--- config.mk ---
export PLATFORM = sky130hd
export DESIGN_NAME = fixed_point_to_seven_segment_top
export DESIGN_NICKNAME = d
export VERILOG_FILES = /design/src/rtl/fp7seg_pkg.sv /design/src/rtl/fixed_point_to_seven_segment_top.sv
export VERILOG_INCLUDE_DIRS = /design/src /design/src/rtl
export SDC_FILE = /design/constraint.sdc
export NUM_CORES = 2
export LEC_CHECK = 0
export BUFFER_PORTS_ARGS = -buffer_cell sky130_fd_sc_hd__buf_2
export CAP_MARGIN = 20
export CORE_MARGIN = 4
export CORE_UTILIZATION = 40
export CTS_CLUSTER_SIZE = 24
export DETAILED_ROUTE_END_ITERATION = 6
export PLACE_DENSITY = 0.57
export SKIP_LAST_GASP = 1
export SYNTH_ARGS = -nofsm -noshare
export SYNTH_HDL_FRONTEND = slang
export SYNTH_SLANG_ARGS = --single-unit
--- constraint.sdc ---
create_clock -name i_clk -period 7.85 [get_ports i_clk]
set_input_delay 0.785 -clock i_clk [delete_from_list [all_inputs] [get_ports i_clk]]
set_output_delay 0.785 -clock i_clk [all_outputs]
set_load 0.02 [all_outputs]
--- src/rtl/assert_macros.svh ---
// assertion helpers shared by the rtl
`ifndef ASSERT_MACROS_SVH
`define ASSERT_MACROS_SVH

`ifndef SYNTHESIS

// same-cycle implication, checked at every rising edge out of reset
`define AST_IMPLY(label, clk, rst_n, ante, cons) \
    label: assert property (@(posedge clk) disable iff (!(rst_n)) (ante) |-> (cons)) \
        else $error("assertion failed");

// next-cycle implication
`define AST_NEXT(label, clk, rst_n, ante, cons) \
    label: assert property (@(posedge clk) disable iff (!(rst_n)) (ante) |=> (cons)) \
        else $error("assertion failed");

`else

`define AST_IMPLY(label, clk, rst_n, ante, cons)
`define AST_NEXT(label, clk, rst_n, ante, cons)

`endif

`endif

--- src/rtl/fp7seg_pkg.sv ---
`default_nettype none

package fp7seg_pkg;

    typedef logic [7:0] t_seg;
    typedef logic [3:0] t_bcd;

    localparam t_seg SEG_BLANK = 8'h00;
    localparam t_seg SEG_MINUS = 8'h40;
    localparam t_seg SEG_DP    = 8'h80;
    localparam t_seg SEG_E     = 8'h79;
    localparam t_seg SEG_R     = 8'h50;

    // range limits on the magnitude
    localparam logic [31:0] POS_LIMIT = 32'd100000000;
    localparam logic [31:0] NEG_LIMIT = 32'd10000000;

    // floor(x / 10000) = (x * DIV10K_MUL) >> DIV10K_SHIFT, exact for x < 2**27
    localparam int          MAG_W        = 27;
    localparam logic [26:0] DIV10K_MUL   = 27'd109951163;
    localparam int          DIV10K_SHIFT = 40;
    localparam logic [13:0] TEN_K        = 14'd10000;

    // floor(x / 100) = (x * DIV100_MUL) >> DIV100_SHIFT, exact for x < 2**14
    localparam logic [13:0] DIV100_MUL   = 14'd10486;
    localparam int          DIV100_SHIFT = 20;
    localparam logic [6:0]  HUNDRED      = 7'd100;

    // floor(x / 10) = (x * DIV10_MUL) >> DIV10_SHIFT, exact for x < 128
    localparam logic [7:0]  DIV10_MUL    = 8'd205;
    localparam int          DIV10_SHIFT  = 11;

    function automatic t_seg seg_of(input t_bcd d);
        t_seg s;
        unique case (d)
            4'd0:    s = 8'h3F;
            4'd1:    s = 8'h06;
            4'd2:    s = 8'h5B;
            4'd3:    s = 8'h4F;
            4'd4:    s = 8'h66;
            4'd5:    s = 8'h6D;
            4'd6:    s = 8'h7D;
            4'd7:    s = 8'h07;
            4'd8:    s = 8'h7F;
            4'd9:    s = 8'h6F;
            default: s = SEG_BLANK;
        endcase
        return s;
    endfunction

endpackage

`default_nettype wire

--- src/rtl/fixed_point_to_seven_segment_top.sv ---
// channel   dir  tdata                                      tuser
// s_axis    in   [31:0] value_fixed                         -
// m_axis    out  [7:0] digit0 .. [31:24] digit3 segments     [0] out_of_range
//
// seven register stages: abs and range check, multiply by the reciprocal of
// 10000, integer/fraction split, divide by 100, remainder, tens/ones, format.
// o_m_tvalid is the valid bit of the format stage, so an output transaction
// follows once a value has passed every stage; one value is taken every cycle
// while the output side keeps up.
// synchronous active-low reset clears the stage valid bits only.
// each full stage holds while the one after it is full and stalled, so a stall at
// the output fills the empty stages before o_s_tready drops.
`default_nettype none

`include "assert_macros.svh"

module fixed_point_to_seven_segment_top (
    input  wire logic        i_clk,
    input  wire logic        i_rst_n,
    input  wire logic        i_s_tvalid,
    output logic             o_s_tready,
    input  wire logic [31:0] i_s_tdata,   // [31:0] value_fixed
    output logic             o_m_tvalid,
    input  wire logic        i_m_tready,
    output logic [31:0]      o_m_tdata,   // digit0, digit1, digit2, digit3 segments
    output logic             o_m_tuser    // [0] out_of_range
);
    import fp7seg_pkg::*;

    localparam int NSTG = 7;

    logic [NSTG:1]   r_vld;
    logic [NSTG+1:1] en;

    // stage 1
    logic             n1_neg, n1_oor;
    logic [31:0]      n1_mag32;
    logic             r1_neg, r1_oor;
    logic [MAG_W-1:0] r1_mag;
    // stage 2
    logic             r2_neg, r2_oor;
    logic [MAG_W-1:0] r2_mag;
    logic [2*MAG_W-1:0] r2_prod;
    // stage 3
    logic [13:0]      n3_ip, n3_fp;
    logic [27:0]      n3_ipk;
    logic             r3_neg, r3_oor;
    logic [13:0]      r3_ip, r3_fp;
    // stage 4
    logic [27:0]      n4_ip_prod, n4_fp_prod;
    logic             r4_neg, r4_oor;
    logic [13:0]      r4_ip, r4_fp;
    logic [6:0]       r4_ip_h, r4_fp_h;
    // stage 5
    logic             r5_neg, r5_oor;
    logic [6:0]       r5_ip_h, r5_fp_h, r5_ip_l, r5_fp_l;
    // stage 6, digits indexed by decimal weight (fdig[3] is tenths)
    t_bcd             n6_idig [4];
    t_bcd             n6_fdig [4];
    logic             r6_neg, r6_oor;
    t_bcd             r6_idig [4];
    t_bcd             r6_fdig [4];
    // stage 7
    logic [2:0]       n7_ilen, n7_slots, n7_nraw;
    logic [1:0]       n7_nfrac;
    logic             n7_nz;
    t_seg             n7_dig [4];
    logic [2:0]       k, j, fidx;
    t_seg             r_m_dig [4];
    logic             r_m_oor;

    // split a value below 100 into tens and ones
    function automatic logic [7:0] split_two(input logic [6:0] x);
        logic [14:0] p;
        t_bcd        t;
        t_bcd        o;
        p = {8'b0, x} * {7'b0, DIV10_MUL};
        t = p[DIV10_SHIFT +: 4];
        o = 4'(x - ({3'b0, t} * 7'd10));
        return {t, o};
    endfunction

    // per-stage enable: a stage loads when empty or when its successor moves
    always_comb begin
        en[NSTG+1] = i_m_tready;
        for (int s = NSTG; s >= 1; s--) begin
            en[s] = !r_vld[s] || en[s+1];
        end
    end

    assign o_s_tready = en[1];

    always_ff @(posedge i_clk) begin
        if (!i_rst_n) begin
            r_vld <= '0;
        end else begin
            if (en[1]) begin
                r_vld[1] <= i_s_tvalid;
            end
            for (int s = 2; s <= NSTG; s++) begin
                if (en[s]) begin
                    r_vld[s] <= r_vld[s-1];
                end
            end
        end
    end

    // stage 1: magnitude and range check
    always_comb begin
        n1_neg   = i_s_tdata[31];
        n1_mag32 = n1_neg ? (32'd0 - i_s_tdata) : i_s_tdata;
        n1_oor   = n1_neg ? (n1_mag32 >= NEG_LIMIT) : (n1_mag32 >= POS_LIMIT);
    end

    always_ff @(posedge i_clk) begin
        if (en[1]) begin
            r1_neg <= n1_neg;
            r1_oor <= n1_oor;
            r1_mag <= n1_mag32[MAG_W-1:0];
        end
    end

    // stage 2: reciprocal multiply for the integer part
    always_ff @(posedge i_clk) begin
        if (en[2]) begin
            r2_neg  <= r1_neg;
            r2_oor  <= r1_oor;
            r2_mag  <= r1_mag;
            r2_prod <= {{MAG_W{1'b0}}, r1_mag} * {{MAG_W{1'b0}}, DIV10K_MUL};
        end
    end

    // stage 3: integer part and fraction remainder
    always_comb begin
        n3_ip  = r2_prod[DIV10K_SHIFT +: 14];
        n3_ipk = {14'b0, n3_ip} * {14'b0, TEN_K};
        n3_fp  = 14'({1'b0, r2_mag} - n3_ipk);
    end

    always_ff @(posedge i_clk) begin
        if (en[3]) begin
            r3_neg <= r2_neg;
            r3_oor <= r2_oor;
            r3_ip  <= n3_ip;
            r3_fp  <= n3_fp;
        end
    end

    // stage 4: upper digit pairs
    always_comb begin
        n4_ip_prod = {14'b0, r3_ip} * {14'b0, DIV100_MUL};
        n4_fp_prod = {14'b0, r3_fp} * {14'b0, DIV100_MUL};
    end

    always_ff @(posedge i_clk) begin
        if (en[4]) begin
            r4_neg  <= r3_neg;
            r4_oor  <= r3_oor;
            r4_ip   <= r3_ip;
            r4_fp   <= r3_fp;
            r4_ip_h <= n4_ip_prod[DIV100_SHIFT +: 7];
            r4_fp_h <= n4_fp_prod[DIV100_SHIFT +: 7];
        end
    end

    // stage 5: lower digit pairs
    always_ff @(posedge i_clk) begin
        if (en[5]) begin
            r5_neg  <= r4_neg;
            r5_oor  <= r4_oor;
            r5_ip_h <= r4_ip_h;
            r5_fp_h <= r4_fp_h;
            r5_ip_l <= 7'(r4_ip - ({7'b0, r4_ip_h} * {7'b0, HUNDRED}));
            r5_fp_l <= 7'(r4_fp - ({7'b0, r4_fp_h} * {7'b0, HUNDRED}));
        end
    end

    // stage 6: single digits
    always_comb begin
        {n6_idig[3], n6_idig[2]} = split_two(r5_ip_h);
        {n6_idig[1], n6_idig[0]} = split_two(r5_ip_l);
        {n6_fdig[3], n6_fdig[2]} = split_two(r5_fp_h);
        {n6_fdig[1], n6_fdig[0]} = split_two(r5_fp_l);
    end

    always_ff @(posedge i_clk) begin
        if (en[6]) begin
            r6_neg  <= r5_neg;
            r6_oor  <= r5_oor;
            r6_idig <= n6_idig;
            r6_fdig <= n6_fdig;
        end
    end

    // stage 7: place the digits
    always_comb begin
        if (r6_idig[3] != 4'd0) begin
            n7_ilen = 3'd4;
        end else if (r6_idig[2] != 4'd0) begin
            n7_ilen = 3'd3;
        end else if (r6_idig[1] != 4'd0) begin
            n7_ilen = 3'd2;
        end else begin
            n7_ilen = 3'd1;
        end
        n7_slots = r6_neg ? 3'd3 : 3'd4;
        n7_nraw  = (n7_slots > n7_ilen) ? (n7_slots - n7_ilen) : 3'd0;
        case (n7_nraw)
            3'd1:    n7_nz = (r6_fdig[3] != 4'd0);
            3'd2:    n7_nz = ({r6_fdig[3], r6_fdig[2]} != 8'd0);
            3'd3:    n7_nz = ({r6_fdig[3], r6_fdig[2], r6_fdig[1]} != 12'd0);
            default: n7_nz = 1'b0;
        endcase
        // a fraction of zeros is dropped along with its point
        n7_nfrac = n7_nz ? n7_nraw[1:0] : 2'd0;

        k    = '0;
        j    = '0;
        fidx = '0;
        for (int p = 0; p < 4; p++) begin
            k    = 3'(3 - p);
            j    = k - {1'b0, n7_nfrac};
            fidx = k + 3'd4 - {1'b0, n7_nfrac};
            if (k < {1'b0, n7_nfrac}) begin
                n7_dig[p] = seg_of(r6_fdig[fidx[1:0]]);
            end else if (j < n7_ilen) begin
                n7_dig[p] = seg_of(r6_idig[j[1:0]]);
                if (j == 3'd0 && n7_nfrac != 2'd0) begin
                    n7_dig[p] = n7_dig[p] | SEG_DP;
                end
            end else if (j == n7_ilen && r6_neg) begin
                n7_dig[p] = SEG_MINUS;
            end else begin
                n7_dig[p] = SEG_BLANK;
            end
        end
        if (r6_oor) begin
            n7_dig[0] = SEG_BLANK;
            n7_dig[1] = SEG_E;
            n7_dig[2] = SEG_R;
            n7_dig[3] = SEG_R;
        end
    end

    always_ff @(posedge i_clk) begin
        if (en[7]) begin
            r_m_dig <= n7_dig;
            r_m_oor <= r6_oor;
        end
    end

    assign o_m_tvalid = r_vld[NSTG];
    assign o_m_tdata  = {r_m_dig[3], r_m_dig[2], r_m_dig[1], r_m_dig[0]};
    assign o_m_tuser  = r_m_oor;

    // an empty output stage means every stage can move
    `AST_IMPLY(a_ready_when_out_empty, i_clk, i_rst_n, !o_m_tvalid, o_s_tready)
    // err pattern goes with the flag
    `AST_IMPLY(a_err_pattern, i_clk, i_rst_n, o_m_tvalid && o_m_tuser,
        (o_m_tdata == {SEG_R, SEG_R, SEG_E, SEG_BLANK}))
    // never more than one decimal point
    `AST_IMPLY(a_single_dp, i_clk, i_rst_n, o_m_tvalid,
        $onehot0({o_m_tdata[31], o_m_tdata[23], o_m_tdata[15], o_m_tdata[7]}))
    // an accepted transaction into a full, stalled pipe is impossible
    `AST_IMPLY(a_full_stall_blocks, i_clk, i_rst_n,
        (&r_vld) && !i_m_tready, !o_s_tready)
    // a stalled output transaction holds its data
    `AST_NEXT(a_out_hold, i_clk, i_rst_n, o_m_tvalid && !i_m_tready,
        (o_m_tvalid && $stable(o_m_tdata) && $stable(o_m_tuser)))

endmodule

`default_nettype wire

==> run summary <==
Count of H-tree levels built during CTS: 1. Number of filler cells placed in the layout: 8053. TritonCTS built the clock tree. At the end of routability-driven placement, the weighted congestion stood at 0.939. The routed layout has 21.4k vias. Buffer type at the clock tree root: sky130_fd_sc_hd__clkbuf_16. The floorplan step set the die width to 300 um. The maximum fanout encountered on the critical timing path is 8, and the wire length on met2 is 36700 um. The deepest clock path buffer count came out at 3. Category of the worst setup path launch point: a register. Headroom to the max-slew limit came out at 37.2%.

The largest single stage delay on the critical path is 670 ps. The run gives 30 as the number of buffers added by the clock tree synthesis step. The combined area of the multi-input logic cells is 24000 um2.

Summed over all nets, the half-perimeter wirelength after detailed placement is 67400 um. Detail-routed net length per standard cell: 17.2 um. The min-delay analysis places its worst path in the category register to register. The number of placement rows was 106. Ranked by total cell area, the synthesized netlist is headed by sky130_fd_sc_hd__fa_1 (29%), sky130_fd_sc_hd__ha_1 (25%), sky130_fd_sc_hd__edfxtp_1 (19%). The dominant cell type by area after synthesis is sky130_fd_sc_hd__fa_1. The post-route netlist has 5.46% of its cells at a drive strength greater than 1.

Summed over all layers, the global routing overflow is 0. The logs give 76400 um for the sum of routed wire length over all layers and 6630 um2 for the sequential cell area. The logs give 0 for the number of hold-slack violations in the final timing report and 8190 ps for the required time reported for the critical path endpoint. The critical path data arrival time was 7670 ps; the quantity of I/O buffers inserted on ports was 70.

At the later pin of the worst-skew pair, clock insertion delay measures 610 ps. For the count of hold buffers inserted by post-cts repair, the log shows 0. Of the post-synthesis cell area, the dominant cell type holds 28.7%. The most used flip-flop cell after synthesis is sky130_fd_sc_hd__edfxtp_1.

At the pin with the least slew margin, the transition time is 942 ps. The number of iterations in the first detailed-routing pass is 4. The count of yosys warnings during synthesis came out at 0.

Setup violations remaining at the end of the flow were counted as 0. The area added between synthesis and finish works out to 8.30%. Summed over all nets, wire length on met3 after detailed routing comes to 4720 um. The DRC violations left was 0; the I/O pin count was 71. Largest delay contributor family on the critical path: adder cells. In the global route stage, overall resource usage came out at 17.5%. In this run, synthesis produced a sequential element count of 223. The highest metal layer carrying signal wires in the routed design is met5.

For this configuration, the core starts out at a cell density of 40.6%. The run gives 90200 um2 as the floorplan die area. The detailed router put a total of 32600 um of wire on met1.

Yosys mapped the design onto 78 distinct sky130hd cell types. The run finished with clean final reports. Summed over all failing endpoints, the final setup total negative slack is 0 ps. The master of the slowest instance on the critical path is sky130_fd_sc_hd__a2111oi_1.

Setup repair after global routing left no endpoint under its margin. The number of buffer and inverter instances along the worst setup path is 4, and the global-route wire length before repair is 124000 um. The critical path goes through ha_1, inv_1, fa_1, inv_1, fa_1, fa_1, fa_1, fa_1, inv_1, fa_1, inv_1, ha_1, nand4_1, nor2_1, nand3_1, a2111oi_1, o21ai_1, nand4bb_1, a311oi_1, xnor2_1. For this run, the top clock speed supported by timing is 0.136 GHz.

The number of flops mapped to enable cells by yosys works out to 216. In this run the vertical extent of the chip is 300 um. Clock transition at the register clock pins on the worst setup and hold paths after CTS: 60 ps. The most common cell type on the critical path is sky130_fd_sc_hd__fa_1.

The synthesized instance count is 3186, and the sequential area share after synthesis is 19.4%. The first routing iteration left 900 violations. In the synthesized netlist the async set-or-reset flop fraction comes to 0%. For the finished layout, the period the worst path requires is 7340 ps. After detailed routing, the number of vias per cell comes to 4.82.

In the final design database the tool counted 4501 nets. The logs give 0 for the count of nets left with antenna violations after detail routing and 34 for the largest net degree at the start of global routing. For the initial antenna violation count, the log shows 4.

Post-synthesis cell area: 34200 um2. The kind of capture point of the worst setup path is a register. The critical path in this run is classified as register to register. After layout, the worst path uses 93.5% of the clock period. CTS sink count: 223. The logs give 26.8 ps for the largest clock skew in the final design and 84200 um2 for the area inside the core boundary. Max-cap violations in this run came to 0. The run gives 23.1k as the via count of the first global-routing pass. The total count of max-transition violations in the final report was 0; the net count after synthesis was 4396. The average cell area after synthesis came out at 10.7 um2.
==> worst reg2reg max path: stages, from the launching register on <==
cell and delay (ps):
sky130_fd_sc_hd__edfxtp_1 570, sky130_fd_sc_hd__ha_1 520, sky130_fd_sc_hd__inv_1 140, sky130_fd_sc_hd__fa_1 560, sky130_fd_sc_hd__inv_1 70, sky130_fd_sc_hd__fa_1 520, sky130_fd_sc_hd__fa_1 450, sky130_fd_sc_hd__fa_1 540
sky130_fd_sc_hd__fa_1 540, sky130_fd_sc_hd__inv_1 50, sky130_fd_sc_hd__fa_1 520, sky130_fd_sc_hd__inv_1 40, sky130_fd_sc_hd__ha_1 320, sky130_fd_sc_hd__nand4_1 180, sky130_fd_sc_hd__nor2_1 160, sky130_fd_sc_hd__nand3_1 100
sky130_fd_sc_hd__a2111oi_1 670, sky130_fd_sc_hd__o21ai_1 340, sky130_fd_sc_hd__nand4bb_1 320, sky130_fd_sc_hd__a311oi_1 360, sky130_fd_sc_hd__xnor2_1 90
==> per-layer routing <==
layer | GRT usage, % | up-vias
met4 | 4.80 | 4
met5 | 0 | -
met3 | 3.58 | 112
met1 | 22.3 | 10400
met2 | 30.4 | 396
li1 | - | 10500
==> through the flow <==
step	utilization [%]	hold slack, ps	setup slack, ps	area (um2)	std cells
2_1_floorplan	-	400	1410	34200	3186
3_3_place_gp	42.8	401	274	36000	4393
3_5_place_dp	42.8	405	183	36000	4393
4_1_cts	44.0	392	142	37000	4447
5_1_grt	44.0	409	87.8	37000	4447
6_report	44.0	413	514	37000	4451
==> path summary, 6_finish.rpt <==
path / from / cells after the start / slack (ps) / endpoint
worst max register to register: r1_mag[16] / 20 / 510 / r2_prod[53]
worst max-delay path: r1_mag[16] / 20 / 510 / r2_prod[53]
worst min register to register: r2_mag[0] / 0 / 410 / r3_fp[0]
worst min-delay path: r2_mag[0] / 0 / 410 / r3_fp[0]
==> cell type report <==
cell class | instances | area share [%]
clock inverter | 23 | 0.605
tap | 1134 | 3.83
clock buffer | 31 | 2.04
timing repair buffer | 89 | 1.33
antenna | 4 | 0.0270
multi-input combinational | 2012 | 64.8
sequential | 223 | 17.9
inverter | 935 | 9.48
==> cells in the final DEF, fill, tap and decap left out, types with 9 or more instances in the layout <==
cell,synthesis,final
sky130_fd_sc_hd__edfxtp_1,216,216
sky130_fd_sc_hd__a21oi_1,93,93
sky130_fd_sc_hd__buf_4,0,19
sky130_fd_sc_hd__o21ai_0,76,76
sky130_fd_sc_hd__fa_1,490,490
sky130_fd_sc_hd__and3_1,15,15
sky130_fd_sc_hd__clkbuf_16,0,30
sky130_fd_sc_hd__a211oi_1,10,10
sky130_fd_sc_hd__a21o_1,30,30
sky130_fd_sc_hd__nand3_1,35,35
sky130_fd_sc_hd__nand4_1,14,14
sky130_fd_sc_hd__o211ai_1,11,11
sky130_fd_sc_hd__inv_1,932,932
sky130_fd_sc_hd__nor3_1,20,20
sky130_fd_sc_hd__nor2b_1,20,20
sky130_fd_sc_hd__xor2_1,36,36
sky130_fd_sc_hd__nor2_1,63,63
sky130_fd_sc_hd__buf_2,3,70
sky130_fd_sc_hd__xnor2_1,99,99
sky130_fd_sc_hd__nand2_1,75,75
sky130_fd_sc_hd__mux2i_1,29,29
sky130_fd_sc_hd__and2_1,9,9
sky130_fd_sc_hd__a31oi_1,16,16
sky130_fd_sc_hd__o21a_1,14,14
sky130_fd_sc_hd__mux4_2,12,12
sky130_fd_sc_hd__nand2b_1,20,20
sky130_fd_sc_hd__ha_1,684,684
==> registers in the layout (all words and copies together) (netlist names), 14 cells and up <==
register and cells:
r6_fdig 16, o_m_tdata 32, r2_mag 14, r3_fp 14
r3_ip 14, r6_idig 16, r2_prod 14, r1_mag 27
==> cells by family (layout without fill, tap and decap cells) <==
group / after synthesis / after routing / synth area share (%)
fa+ha+maj: 1174 / 1174 / 53.7
xor+xnor: 135 / 135 / 3.46
simple gates: 312 / 312 / 4.65
compound gates: 342 / 342 / 6.45
mux: 48 / 48 / 1.87
flops: 223 / 223 / 19.4
other cells: 1 / 5 / 0.0110
buf+inv: 951 / 1078 / 10.5
==> cell usage after synthesis (all sizes together) (5+ instances only) <==
| cell type | n |
|---|---|
| o211ai | 11 |
| nand4 | 14 |
| or2 | 8 |
| xnor2 | 99 |
| o21bai | 8 |
| nor3 | 20 |
| nor4 | 9 |
| a21oi | 93 |
| o21a | 14 |
| and2 | 10 |
| nand3 | 35 |
| a41o | 5 |
| or3 | 8 |
| mux4 | 12 |
| a31oi | 16 |
| nor2 | 64 |
| nand2 | 75 |
| clkbuf | 12 |
| edfxtp | 216 |
| a22oi | 7 |
| nor2b | 20 |
| ha | 684 |
| and3 | 15 |
| xor2 | 36 |
| a21o | 30 |
| mux2i | 29 |
| or4 | 8 |
| dfxtp | 7 |
| mux2 | 7 |
| o21ai | 83 |
| a211oi | 10 |
| a31o | 8 |
| nand2b | 20 |
| inv | 935 |
| o31ai | 6 |
| fa | 490 |
==> what timing repair did <==
| action | in CTS | in global routing |
|---|---|---|
| resized for setup | 0 | 1 |
| setup endpoints to repair | 0 | 1 |
| setup buffers | 0 | 0 |
Power is left out: the tool's default activity adds up to more than one toggle a clock period on the data nets, which glitch-free logic cannot reach.
